<file path="src/lps_pkg.sv">
// lps_pkg: shared types, field widths and codes of the led pattern sequencer
// used by every module under src; no dependencies
package lps_pkg;

    // field widths fixed by the item format
    localparam int IDX_W   = 6;
    localparam int LED_W   = 8;
    localparam int START_W = 6;
    localparam int LEN_W   = 7;
    localparam int DELAY_W = 16;
    localparam int POS_W   = 7;
    localparam int REP_W   = 8;
    localparam int CNT_W   = 4;
    localparam int OP_W    = 2;
    localparam int CFG_IDX_W = 2;
    localparam int CFG_W   = 8;

    // default storage depths
    localparam int DELTA_DEPTH_DEF = 64;
    localparam int SEQ_DEPTH_DEF   = 8;

    // LEDs actually driven; bits above this are never changed
    localparam int LED_COUNT = 8;
    localparam logic [LED_W-1:0] LED_BITS = LED_W'((64'd1 << LED_COUNT) - 64'd1);

    localparam logic [REP_W-1:0] REPEATS_RESET   = REP_W'(10);
    localparam logic [CNT_W-1:0] SEQ_COUNT_RESET = CNT_W'(1);

    typedef enum logic [OP_W-1:0] {
        OP_TICK        = 2'd0,
        OP_WRITE_DELTA = 2'd1,
        OP_WRITE_SEQ   = 2'd2
    } op_t;

    typedef enum logic [CFG_IDX_W-1:0] {
        CFG_REPEATS   = 2'd0,
        CFG_SEQ_COUNT = 2'd1
    } cfg_idx_t;

    typedef struct packed {
        logic [LED_W-1:0] mask;
        logic [LED_W-1:0] values;
    } delta_t;

    typedef struct packed {
        logic [START_W-1:0] start;
        logic [LEN_W-1:0]   length;
        logic [DELAY_W-1:0] delay;
    } desc_t;

endpackage

</file>
<file path="src/led_pattern_sequencer.sv">
// led_pattern_sequencer: top level with input register, result handshake and
// configuration registers; uses lps_pkg, lps_delta_mem, lps_seq_store, lps_engine
// An input transfer is held in the input register, then its result in the
// result register. Throughput: one item per cycle while m_tready does not stall the output,
// set by the delta memory read, which is prefetched at the address the next state points to.
// Reset: control state, configuration (repeats 10, sequence count 1), LEDs off and
// countdown zero; the delta and descriptor memories are undefined until written.
module led_pattern_sequencer #(
    parameter int DELTA_DEPTH = lps_pkg::DELTA_DEPTH_DEF,
    parameter int SEQ_DEPTH   = lps_pkg::SEQ_DEPTH_DEF
) (
    input  logic                              clk,
    input  logic                              rst_n,
    input  logic                              s_tvalid,
    output logic                              s_tready,
    // entry_index[5:0], led_mask[13:6], led_values[21:14], seq_start[27:22],
    // seq_length[34:28], seq_delay[50:35], zero fill [55:51]
    input  logic [55:0]                       s_tdata,
    // operation[1:0]
    input  logic [lps_pkg::OP_W-1:0]          s_tuser,
    output logic                              m_tvalid,
    input  logic                              m_tready,
    // led_state[7:0]
    output logic [7:0]                        m_tdata,
    // changed[0]
    output logic                              m_tuser,
    input  logic                              cfg_we,
    input  logic [lps_pkg::CFG_IDX_W-1:0]     cfg_index,
    input  logic [lps_pkg::CFG_W-1:0]         cfg_data
);
    import lps_pkg::*;

    localparam int ADDR_W = $clog2(DELTA_DEPTH);
    localparam int SEQ_W  = (SEQ_DEPTH > 1) ? $clog2(SEQ_DEPTH) : 1;

    logic               in_valid_reg, in_valid_next;
    logic               out_valid_reg, out_valid_next;
    logic [OP_W-1:0]    op_reg;
    logic [IDX_W-1:0]   idx_reg;
    delta_t             in_delta_reg;
    desc_t              in_desc_reg;
    logic [REP_W-1:0]   repeats_reg;
    logic [CNT_W-1:0]   seq_count_reg;

    logic               s_transfer;
    logic               out_free;
    logic               advance;
    logic               delta_wr_en;
    logic               seq_wr_en;
    logic [SEQ_W-1:0]   seq_next;
    logic [POS_W-1:0]   pos_next;
    logic [START_W-1:0] start_next;
    desc_t              cur_desc;
    delta_t             rd_delta;
    logic [LED_W-1:0]   led_state;
    logic               changed;

    assign out_free   = !out_valid_reg || m_tready;
    assign advance    = in_valid_reg && out_free;
    assign s_tready   = !in_valid_reg || out_free;
    assign s_transfer = s_tvalid && s_tready;

    assign delta_wr_en = advance && (op_reg == OP_WRITE_DELTA) && (32'(idx_reg) < DELTA_DEPTH);
    assign seq_wr_en   = advance && (op_reg == OP_WRITE_SEQ) && (32'(idx_reg) < SEQ_DEPTH);

    always_comb
    begin
        in_valid_next = in_valid_reg;
        if (s_transfer)
        begin
            in_valid_next = 1'b1;
        end
        else if (advance)
        begin
            in_valid_next = 1'b0;
        end
        out_valid_next = out_valid_reg;
        if (advance)
        begin
            out_valid_next = 1'b1;
        end
        else if (m_tready)
        begin
            out_valid_next = 1'b0;
        end
    end

    always_ff @(posedge clk or negedge rst_n)
    begin
        if (!rst_n)
        begin
            in_valid_reg  <= 1'b0;
            out_valid_reg <= 1'b0;
            repeats_reg   <= REPEATS_RESET;
            seq_count_reg <= SEQ_COUNT_RESET;
        end
        else
        begin
            in_valid_reg  <= in_valid_next;
            out_valid_reg <= out_valid_next;
            if (cfg_we)
            begin
                case (cfg_index)
                    CFG_REPEATS:   repeats_reg   <= cfg_data;
                    CFG_SEQ_COUNT: seq_count_reg <= cfg_data[CNT_W-1:0];
                    default:
                    begin
                    end
                endcase
            end
        end
    end

    // input payload register
    always_ff @(posedge clk)
    begin
        if (s_transfer)
        begin
            op_reg              <= s_tuser;
            idx_reg             <= s_tdata[5:0];
            in_delta_reg.mask   <= s_tdata[13:6];
            in_delta_reg.values <= s_tdata[21:14];
            in_desc_reg.start   <= s_tdata[27:22];
            in_desc_reg.length  <= s_tdata[34:28];
            in_desc_reg.delay   <= s_tdata[50:35];
        end
    end

    lps_delta_mem #(
        .DELTA_DEPTH (DELTA_DEPTH)
    ) u_delta_mem (
        .clk      (clk),
        .wr_en    (delta_wr_en),
        .wr_addr  (ADDR_W'(idx_reg)),
        .wr_delta (in_delta_reg),
        .rd_start (start_next),
        .rd_pos   (pos_next),
        .rd_delta (rd_delta)
    );

    lps_seq_store #(
        .SEQ_DEPTH (SEQ_DEPTH)
    ) u_seq_store (
        .clk        (clk),
        .wr_en      (seq_wr_en),
        .wr_idx     (SEQ_W'(idx_reg)),
        .wr_desc    (in_desc_reg),
        .rd_idx     (seq_next),
        .start_next (start_next),
        .cur_desc   (cur_desc)
    );

    lps_engine #(
        .SEQ_DEPTH (SEQ_DEPTH)
    ) u_engine (
        .clk       (clk),
        .rst_n     (rst_n),
        .advance   (advance),
        .operation (op_reg),
        .delta     (rd_delta),
        .cur_desc  (cur_desc),
        .repeats   (repeats_reg),
        .seq_count (seq_count_reg),
        .seq_next  (seq_next),
        .pos_next  (pos_next),
        .led_state (led_state),
        .changed   (changed)
    );

    assign m_tvalid = out_valid_reg;
    assign m_tdata  = led_state;
    assign m_tuser  = changed;

endmodule

</file>
<file path="src/lps_delta_mem.sv">
// lps_delta_mem: delta entry memory with write-first registered read
// the read address is start plus position wrapped to the memory depth; uses lps_pkg
module lps_delta_mem #(
    parameter int DELTA_DEPTH = lps_pkg::DELTA_DEPTH_DEF
) (
    input  logic                            clk,
    input  logic                            wr_en,
    input  logic [$clog2(DELTA_DEPTH)-1:0]  wr_addr,
    input  lps_pkg::delta_t                 wr_delta,
    input  logic [lps_pkg::START_W-1:0]     rd_start,
    input  logic [lps_pkg::POS_W-1:0]       rd_pos,
    output lps_pkg::delta_t                 rd_delta
);
    import lps_pkg::*;

    localparam int ADDR_W = $clog2(DELTA_DEPTH);
    localparam int SUM_W  = POS_W + 1;
    localparam int WRAP_N = 1 << SUM_W;

    delta_t            mem [DELTA_DEPTH];
    delta_t            rd_delta_reg;
    logic [SUM_W-1:0]  sum;
    logic [ADDR_W-1:0] rd_addr;
    logic [ADDR_W-1:0] wrap_tab [WRAP_N];

    // constant table: sum modulo depth
    for (genvar g = 0; g < WRAP_N; g++)
    begin : g_wrap
        assign wrap_tab[g] = ADDR_W'(g % DELTA_DEPTH);
    end

    assign sum     = SUM_W'(rd_start) + SUM_W'(rd_pos);
    assign rd_addr = wrap_tab[sum];

    always_ff @(posedge clk)
    begin
        if (wr_en)
        begin
            mem[wr_addr] <= wr_delta;
        end
        // forward a same-cycle write so the prefetch never goes stale
        if (wr_en && (wr_addr == rd_addr))
        begin
            rd_delta_reg <= wr_delta;
        end
        else
        begin
            rd_delta_reg <= mem[rd_addr];
        end
    end

    assign rd_delta = rd_delta_reg;

endmodule

</file>
<file path="src/lps_seq_store.sv">
// lps_seq_store: sequence descriptor store and the registered descriptor of
// the sequence that plays next; uses lps_pkg
module lps_seq_store #(
    parameter int SEQ_DEPTH = lps_pkg::SEQ_DEPTH_DEF
) (
    input  logic                                               clk,
    input  logic                                               wr_en,
    input  logic [((SEQ_DEPTH > 1) ? $clog2(SEQ_DEPTH) : 1)-1:0] wr_idx,
    input  lps_pkg::desc_t                                     wr_desc,
    input  logic [((SEQ_DEPTH > 1) ? $clog2(SEQ_DEPTH) : 1)-1:0] rd_idx,
    output logic [lps_pkg::START_W-1:0]                        start_next,
    output lps_pkg::desc_t                                     cur_desc
);
    import lps_pkg::*;

    desc_t store [SEQ_DEPTH];
    desc_t cur_desc_reg;
    desc_t cur_desc_next;

    always_comb
    begin
        if (wr_en && (wr_idx == rd_idx))
        begin
            cur_desc_next = wr_desc;
        end
        else
        begin
            cur_desc_next = store[rd_idx];
        end
    end

    always_ff @(posedge clk)
    begin
        if (wr_en)
        begin
            store[wr_idx] <= wr_desc;
        end
        cur_desc_reg <= cur_desc_next;
    end

    // start of the coming descriptor feeds the delta prefetch address
    assign start_next = cur_desc_next.start;
    assign cur_desc   = cur_desc_reg;

endmodule

</file>
<file path="src/lps_engine.sv">
// lps_engine: tick countdown, position, repeat and sequence state, the LED
// register and the changed flag of the result; uses lps_pkg
module lps_engine #(
    parameter int SEQ_DEPTH = lps_pkg::SEQ_DEPTH_DEF
) (
    input  logic                                               clk,
    input  logic                                               rst_n,
    input  logic                                               advance,
    input  logic [lps_pkg::OP_W-1:0]                           operation,
    input  lps_pkg::delta_t                                    delta,
    input  lps_pkg::desc_t                                     cur_desc,
    input  logic [lps_pkg::REP_W-1:0]                          repeats,
    input  logic [lps_pkg::CNT_W-1:0]                          seq_count,
    output logic [((SEQ_DEPTH > 1) ? $clog2(SEQ_DEPTH) : 1)-1:0] seq_next,
    output logic [lps_pkg::POS_W-1:0]                          pos_next,
    output logic [lps_pkg::LED_W-1:0]                          led_state,
    output logic                                               changed
);
    import lps_pkg::*;

    localparam int SEQ_W = (SEQ_DEPTH > 1) ? $clog2(SEQ_DEPTH) : 1;
    localparam int CW    = SEQ_W + 1;

    logic [LED_W-1:0]   led_reg, led_next;
    logic [SEQ_W-1:0]   seq_reg;
    logic [POS_W-1:0]   pos_reg;
    logic [REP_W-1:0]   rep_reg, rep_next;
    logic [DELAY_W-1:0] ticks_reg, ticks_next;
    logic               changed_reg, changed_next;

    logic [LED_W-1:0]   mask;
    logic [POS_W:0]     pos_inc;
    logic [REP_W-1:0]   rep_inc;
    logic [REP_W-1:0]   reps_eff;
    logic [CW-1:0]      count_lim;
    logic [CW-1:0]      seq_inc;

    assign mask      = delta.mask & LED_BITS;
    assign pos_inc   = {1'b0, pos_reg} + 1'b1;
    assign rep_inc   = rep_reg + 1'b1;
    assign reps_eff  = (repeats == '0) ? REP_W'(1) : repeats;
    assign count_lim = (32'(seq_count) > SEQ_DEPTH) ? CW'(SEQ_DEPTH) : CW'(seq_count);
    assign seq_inc   = {1'b0, seq_reg} + 1'b1;

    always_comb
    begin
        led_next     = led_reg;
        seq_next     = seq_reg;
        pos_next     = pos_reg;
        rep_next     = rep_reg;
        ticks_next   = ticks_reg;
        changed_next = changed_reg;
        if (advance)
        begin
            changed_next = 1'b0;
            case (operation)
                OP_TICK:
                begin
                    if (ticks_reg != '0)
                    begin
                        ticks_next = ticks_reg - 1'b1;
                    end
                    else
                    begin
                        changed_next = 1'b1;
                        led_next     = (led_reg & ~mask) | (delta.values & mask);
                        ticks_next   = cur_desc.delay;
                        if (pos_inc >= {1'b0, cur_desc.length})
                        begin
                            // end of one play of the sequence
                            pos_next = '0;
                            if (rep_inc >= reps_eff)
                            begin
                                rep_next = '0;
                                seq_next = (seq_inc >= count_lim) ? '0 : seq_inc[SEQ_W-1:0];
                            end
                            else
                            begin
                                rep_next = rep_inc;
                            end
                        end
                        else
                        begin
                            pos_next = pos_inc[POS_W-1:0];
                        end
                    end
                end
                default:
                begin
                end
            endcase
        end
    end

    always_ff @(posedge clk or negedge rst_n)
    begin
        if (!rst_n)
        begin
            led_reg     <= '0;
            seq_reg     <= '0;
            pos_reg     <= '0;
            rep_reg     <= '0;
            ticks_reg   <= '0;
            changed_reg <= 1'b0;
        end
        else
        begin
            led_reg     <= led_next;
            seq_reg     <= seq_next;
            pos_reg     <= pos_next;
            rep_reg     <= rep_next;
            ticks_reg   <= ticks_next;
            changed_reg <= changed_next;
        end
    end

    // led and changed only move on advance, so they hold while the result stalls
    assign led_state = led_reg;
    assign changed   = changed_reg;

endmodule
</file>
<file path="config.mk">
export PLATFORM = sky130hd
export DESIGN_NAME = led_pattern_sequencer
export DESIGN_NICKNAME = d
export VERILOG_FILES = /design/src/lps_pkg.sv /design/src/led_pattern_sequencer.sv /design/src/lps_delta_mem.sv /design/src/lps_seq_store.sv /design/src/lps_engine.sv
export SDC_FILE = /design/constraint.sdc
export NUM_CORES = 1
export LEC_CHECK = 0
export CAP_MARGIN = 0
export CORE_UTILIZATION = 50
export CTS_CLUSTER_DIAMETER = 30
export DETAILED_ROUTE_END_ITERATION = 8
export DONT_BUFFER_PORTS = 1
export PLACE_DENSITY_LB_ADDON = 0.25
export SYNTH_ARGS = -nofsm -noshare
export SYNTH_HDL_FRONTEND = slang
export SYNTH_SLANG_ARGS = --single-unit
</file>
<file path="constraint.sdc">
create_clock -name clk -period 6 [get_ports clk]
set_input_delay 1.2 -clock clk [delete_from_list [all_inputs] [get_ports clk]]
set_output_delay 1.2 -clock clk [all_outputs]
set_load 0.01 [all_outputs]
</file>
[Word-level counts from Yosys, hierarchy flattened]
Memories as Yosys holds them, arrays and structs flattened. A register that Yosys moved wholly into a read port is not among the register bits.
Index checks and enable logic that the tools add are counted.
Word-level totals
  logic and storage cells: 91
  bits in writable memories: 1256
  memories kept: 3
  ROM bits: 1536
  register bits after elaboration: 133
  bits of input ports: 73
  output and inout bits: 11
Cells by class
  $add $sub $neg: 5
  bitwise gates (word level): 6
  mux-type cells: 27
  equal/unequal tests: 4
  reduce and logical (&&, ||, !) cells: 21
  $lt $le $gt $ge: 6
Memory list
  (no name shown): words 256, bits a word 6, rd ports 1, clocked after memory_dff 0, wr ports 0, line lps_delta_mem.sv:33  | assign rd_addr = wrap_tab[sum];
  u_delta_mem.mem: words 64, bits a word 16, rd ports 1, clocked after memory_dff 1, wr ports 1, line lps_delta_mem.sv:20  | delta_t mem [DELTA_DEPTH];
  u_seq_store.store: words 8, bits a word 29, rd ports 1, clocked after memory_dff 0, wr ports 1, line lps_seq_store.sv:16  | desc_t store [SEQ_DEPTH];
Operators by type and width (count)
  $mux W29: 1
  $mux W7: 4
  $mux W3: 6
  $and A8 B8 Y8: 2
  $mux W16: 1
  $mux W8: 2
  $reduce_bool A16 Y1: 1
  $sub A16 B1 Y16 const B: 1
  $mux W6: 2
  $mux W1: 10
  $ge A9 B9 Y1 const B: 1
  $not A8 Y9: 1
  $add A6 B7 Y8: 1
  $add A7 B1 Y8 const B: 1
  $add A8 B1 Y8 const B: 1
  $ge A8 B7 Y1: 1
  $ge A8 B8 Y1: 1
  $logic_not A8 Y1: 1
  $not A8 Y8: 1
  $or A8 B8 Y8: 1
  $logic_and A1 B1 Y1: 6
  $lt A6 B4 Y1 const B: 1
  $reduce_and A2 Y1: 3
  $add A3 B1 Y4 const B: 1
  13 further kinds: 18

[Logic depth before layout (Yosys ltp)]
  depth in word-level cells: 17
  gate-level depth with buffers: 24
  depth with buffers taken out: 21

[Hierarchy]
From an unflattened synthesis, not the netlist that was laid out.
Second synthesis, totals
  cell total of the unflattened synthesis: 2648
  area, all modules: 54732.5 um^2
Modules (own cells, without submodules)
  lps_delta_mem: times used 1, sequential area each 30869.6 um^2, area each 39964.6 um^2, cells an instance 1818
  lps_seq_store: times used 1, sequential area each 7547.2 um^2, area each 9809.4 um^2, cells an instance 420
  lps_engine: times used 1, sequential area each 1076.0 um^2, area each 2787.7 um^2, cells an instance 320
  led_pattern_sequencer: times used 1, sequential area each 1945.6 um^2, area each 2170.8 um^2, cells an instance 90

[Worst setup path after synthesis]
Ideal clock, no wire load.
  kind: register to register
  start point: register u_engine.rep_reg[0]
  end point: register (tool-made name)
  stages on the path, launching flop included: 24
  arrival time: 4.867 ns
  data required time: 5.880 ns
  buffers on the path: 3
  slack: 1.013 ns
  library setup time: 0.120 ns
  period minus slack after synthesis: 4.987 ns
  cells stage by stage: dfrtp_1 and3_1 and3_1 and3_1 xor2_1 ha_1 nand2_1 or3_1 o221a_2 a2111oi_2 mux2i_2 xnor2_1 or3_1 buf_2 buf_6 buf_6 a21oi_1 ha_1 a21o_1 a21oi_1 o21bai_1 a21oi_1 xor2_1 xnor2_1
RTL lines
  start: declaration: line lps_engine.sv:27  | logic [REP_W-1:0] rep_reg, rep_next;
  start signal: assignment: line lps_engine.sv:111  | rep_reg <= rep_next;

==> run metrics <==
DRT antenna net count 0; CTS tree yes; CTS buffer count 278; Synth cell types 63; Worst-Margin Slew 1.186 ns; Worst Path Arrival 6.10 ns; CTS root buf clkbuf_16; Setup-failing EPs final 0; Post-CTS Setup Bufs 0; fin util 0.6126; Syn-to-layout area delta 20.98%; sequential share of the synthesized area 0.7601; TNS Setup 0 ns; initial core utilization 0.5063; CP Capture Type flip-flop; # Max-Cap Violations 0; critical path class reg2reg; # resized after CTS 0; worst setup margin 0.5436 ns; core box area 0.1074 sq mm; ys flop type edfxtp_1; GR Overflow Total 0; status completed; design area 0.06576 sq mm; # fillers 7,236; Placed Cells 3,952; Worst path max stage delay 0.57 ns; Die Height 331.7 um; maximum VDD drop 0.4642 mV; die area 0.1100 sq mm; most common cell after layout, fill and taps aside edfxtp_1; Final Hold Fails 0; Hold Buf Count CTS 0; I/O Pins 84; CTS Buffer Depth 4; CP Cell Sequence and3_1, and3_1, and3_1, xor2_1, ha_1, nand2_1, or3_1, o221a_2, a2111oi_2, mux2i_4, xnor2_1, or3_2, buf_4, nor2_1, a21oi_1, ha_1, a21o_1, a21oi_1, o21bai_1, a21oi_1, xor2_1, xnor2_1; Cell Rows 120; Synth Warn # 0; unrepaired setup endpoints after global routing false; first-pass GRT wire length 184,200 um; clock sinks 1,395; power per cell area 443.8 mW/mm^2; Die X-Extent 331.7 um; max reg flops 1,024; Post-synth EDFFs 1,309; total power draw 29.18 mW; crit path time final 5.456 ns; WL final 125,200 um; largest cells by area after synthesis edfxtp_1 72%, mux4_2 14%, mux2i_1 3.7%; HP Class in2async; Yosys top cell by area edfxtp_1; Max H-tree Level 5; Avg WL per Cell 28.20 um; Final period util 0.9094; fin cells 4,441; syn nets 2,653; I/O Buffers 0; Via density 5.954; 1st-pass router iterations 7; Post-Synthesis Cells 2,551; slowest CP cell a2111oi_2; mapped cell area 0.05436 sq mm; final slew viol count 0; largest net degree at the start of global routing 81; delay-heaviest family, CP simple AND/OR/NAND/NOR gates; hold slack 0.05460 ns; relative slew slack 0.2064; Lkg Pwr 23.03 nW; ys async rst share 0.04086; overall global routing resource usage 0.2308; CP bufs+invs 1; Data required, critical path 6.65 ns; FF+latch count, synth 1,395; RePlAce Congestion 0.7895; Avg Inst Size Synth 21.31 sq um; max frequency 0.1833 GHz; Critical Path Start Type flip-flop; Crit Path Max Fanout 26; post-route DRC violation count 0; Via Count 26,440; initial antenna violation count 7; placed instance area 0.05664 sq mm; most frequent cells in the layout 1,309 x edfxtp_1, 336 x mux4_2, 283 x clkbuf_16; nets@finish 2,931; hpwl dp 69,000 um; register-to-register setup slack 0.54 ns; Clk Latency, worst-skew pair 0.84 ns; post-synth top area share 0.7232; dpl ws 0.5666 ns; CTS clk-pin slew, worst paths 0.05 ns; clk_skew 0.09202 ns; vias in the first global route 28,000; DRT iter0 DRCs 2,611; layout cell share with drive strength beyond 1 0.3077
## where the power goes
group          switching [mW]  leakage (nW)  internal, mW
sequential              0.248          12.8          10.8
combinational            1.59          5.84          1.70
clock                    4.89          4.41          9.95
total                    6.73          23.0          22.5
## final timing paths
kind,start,to,depth (start not counted)
max,u_engine.rep_reg[0],flip-flop,22
min,rst_n,u_engine.ticks_reg[5],0
max reg2reg,u_engine.rep_reg[0],flip-flop,22
min reg2reg,u_seq_store.cur_desc[15],u_engine.ticks_reg[15],2
max in group asynchronous,rst_n,repeats_reg[3],0
min in group clk,u_seq_store.cur_desc[15],u_engine.ticks_reg[15],2
## cells in the mapped netlist (3+ instances only)
cell / instances
and3_1: 9
dfxtp_1: 29
nand2b_1: 15
xnor2_1: 11
nand3b_1: 5
buf_2: 39
nor3_1: 10
mux4_2: 336
clkbuf_1: 54
a31oi_1: 4
inv_1: 28
nand2_1: 66
xor2_1: 8
nor2_1: 123
buf_6: 4
or3_1: 4
a21oi_1: 51
buf_1: 22
a21o_1: 5
nor4b_1: 3
o31ai_1: 3
dfrtp_1: 54
edfxtp_1: 1309
nor4_1: 3
nor2b_1: 5
or4_1: 3
dfstp_2: 3
nand3_1: 21
a22o_1: 3
mux2i_1: 201
mux2_2: 14
ha_1: 28
o21ai_0: 35
## kinds of logic (layout without fill, tap and decap cells)
group | count (synthesis) | in the layout | share of synthesized area
flip-flops | 1395 | 1395 | 0.7601
multiplexers | 552 | 552 | 0.1794
buffers and inverters | 149 | 633 | 0.01188
XOR/XNOR | 19 | 19 | 0.003061
adder cells (fa/ha/maj) | 29 | 29 | 0.006814
AO/OA/AOI/OAI | 124 | 124 | 0.01420
other | 0 | 3 | 0
AND/OR/NAND/NOR | 283 | 283 | 0.02451
## per-layer routing
metal	routed length, um	part of all wire	global-route usage
met5	29	0.00023	0
met4	3718	0.030	0.08560
met3	8671	0.069	0.05179
met2	64070	0.51	0.3882
met1	48750	0.39	0.2948
## area by class of cell
class	instances	area [sq um]	share of cell area
Antenna cell	3	7.507	0.0001142
Clock buffer	315	7262	0.1104
Clock inverter	171	1849	0.02812
Inverter	28	105.1	0.001598
Multi-Input combinational cell	1007	12480	0.1898
Sequential cell	1395	41330	0.6286
Tap cell	1403	1755	0.02669
Timing Repair Buffer	119	968.4	0.01473
(Power assumes the default switching activity.)
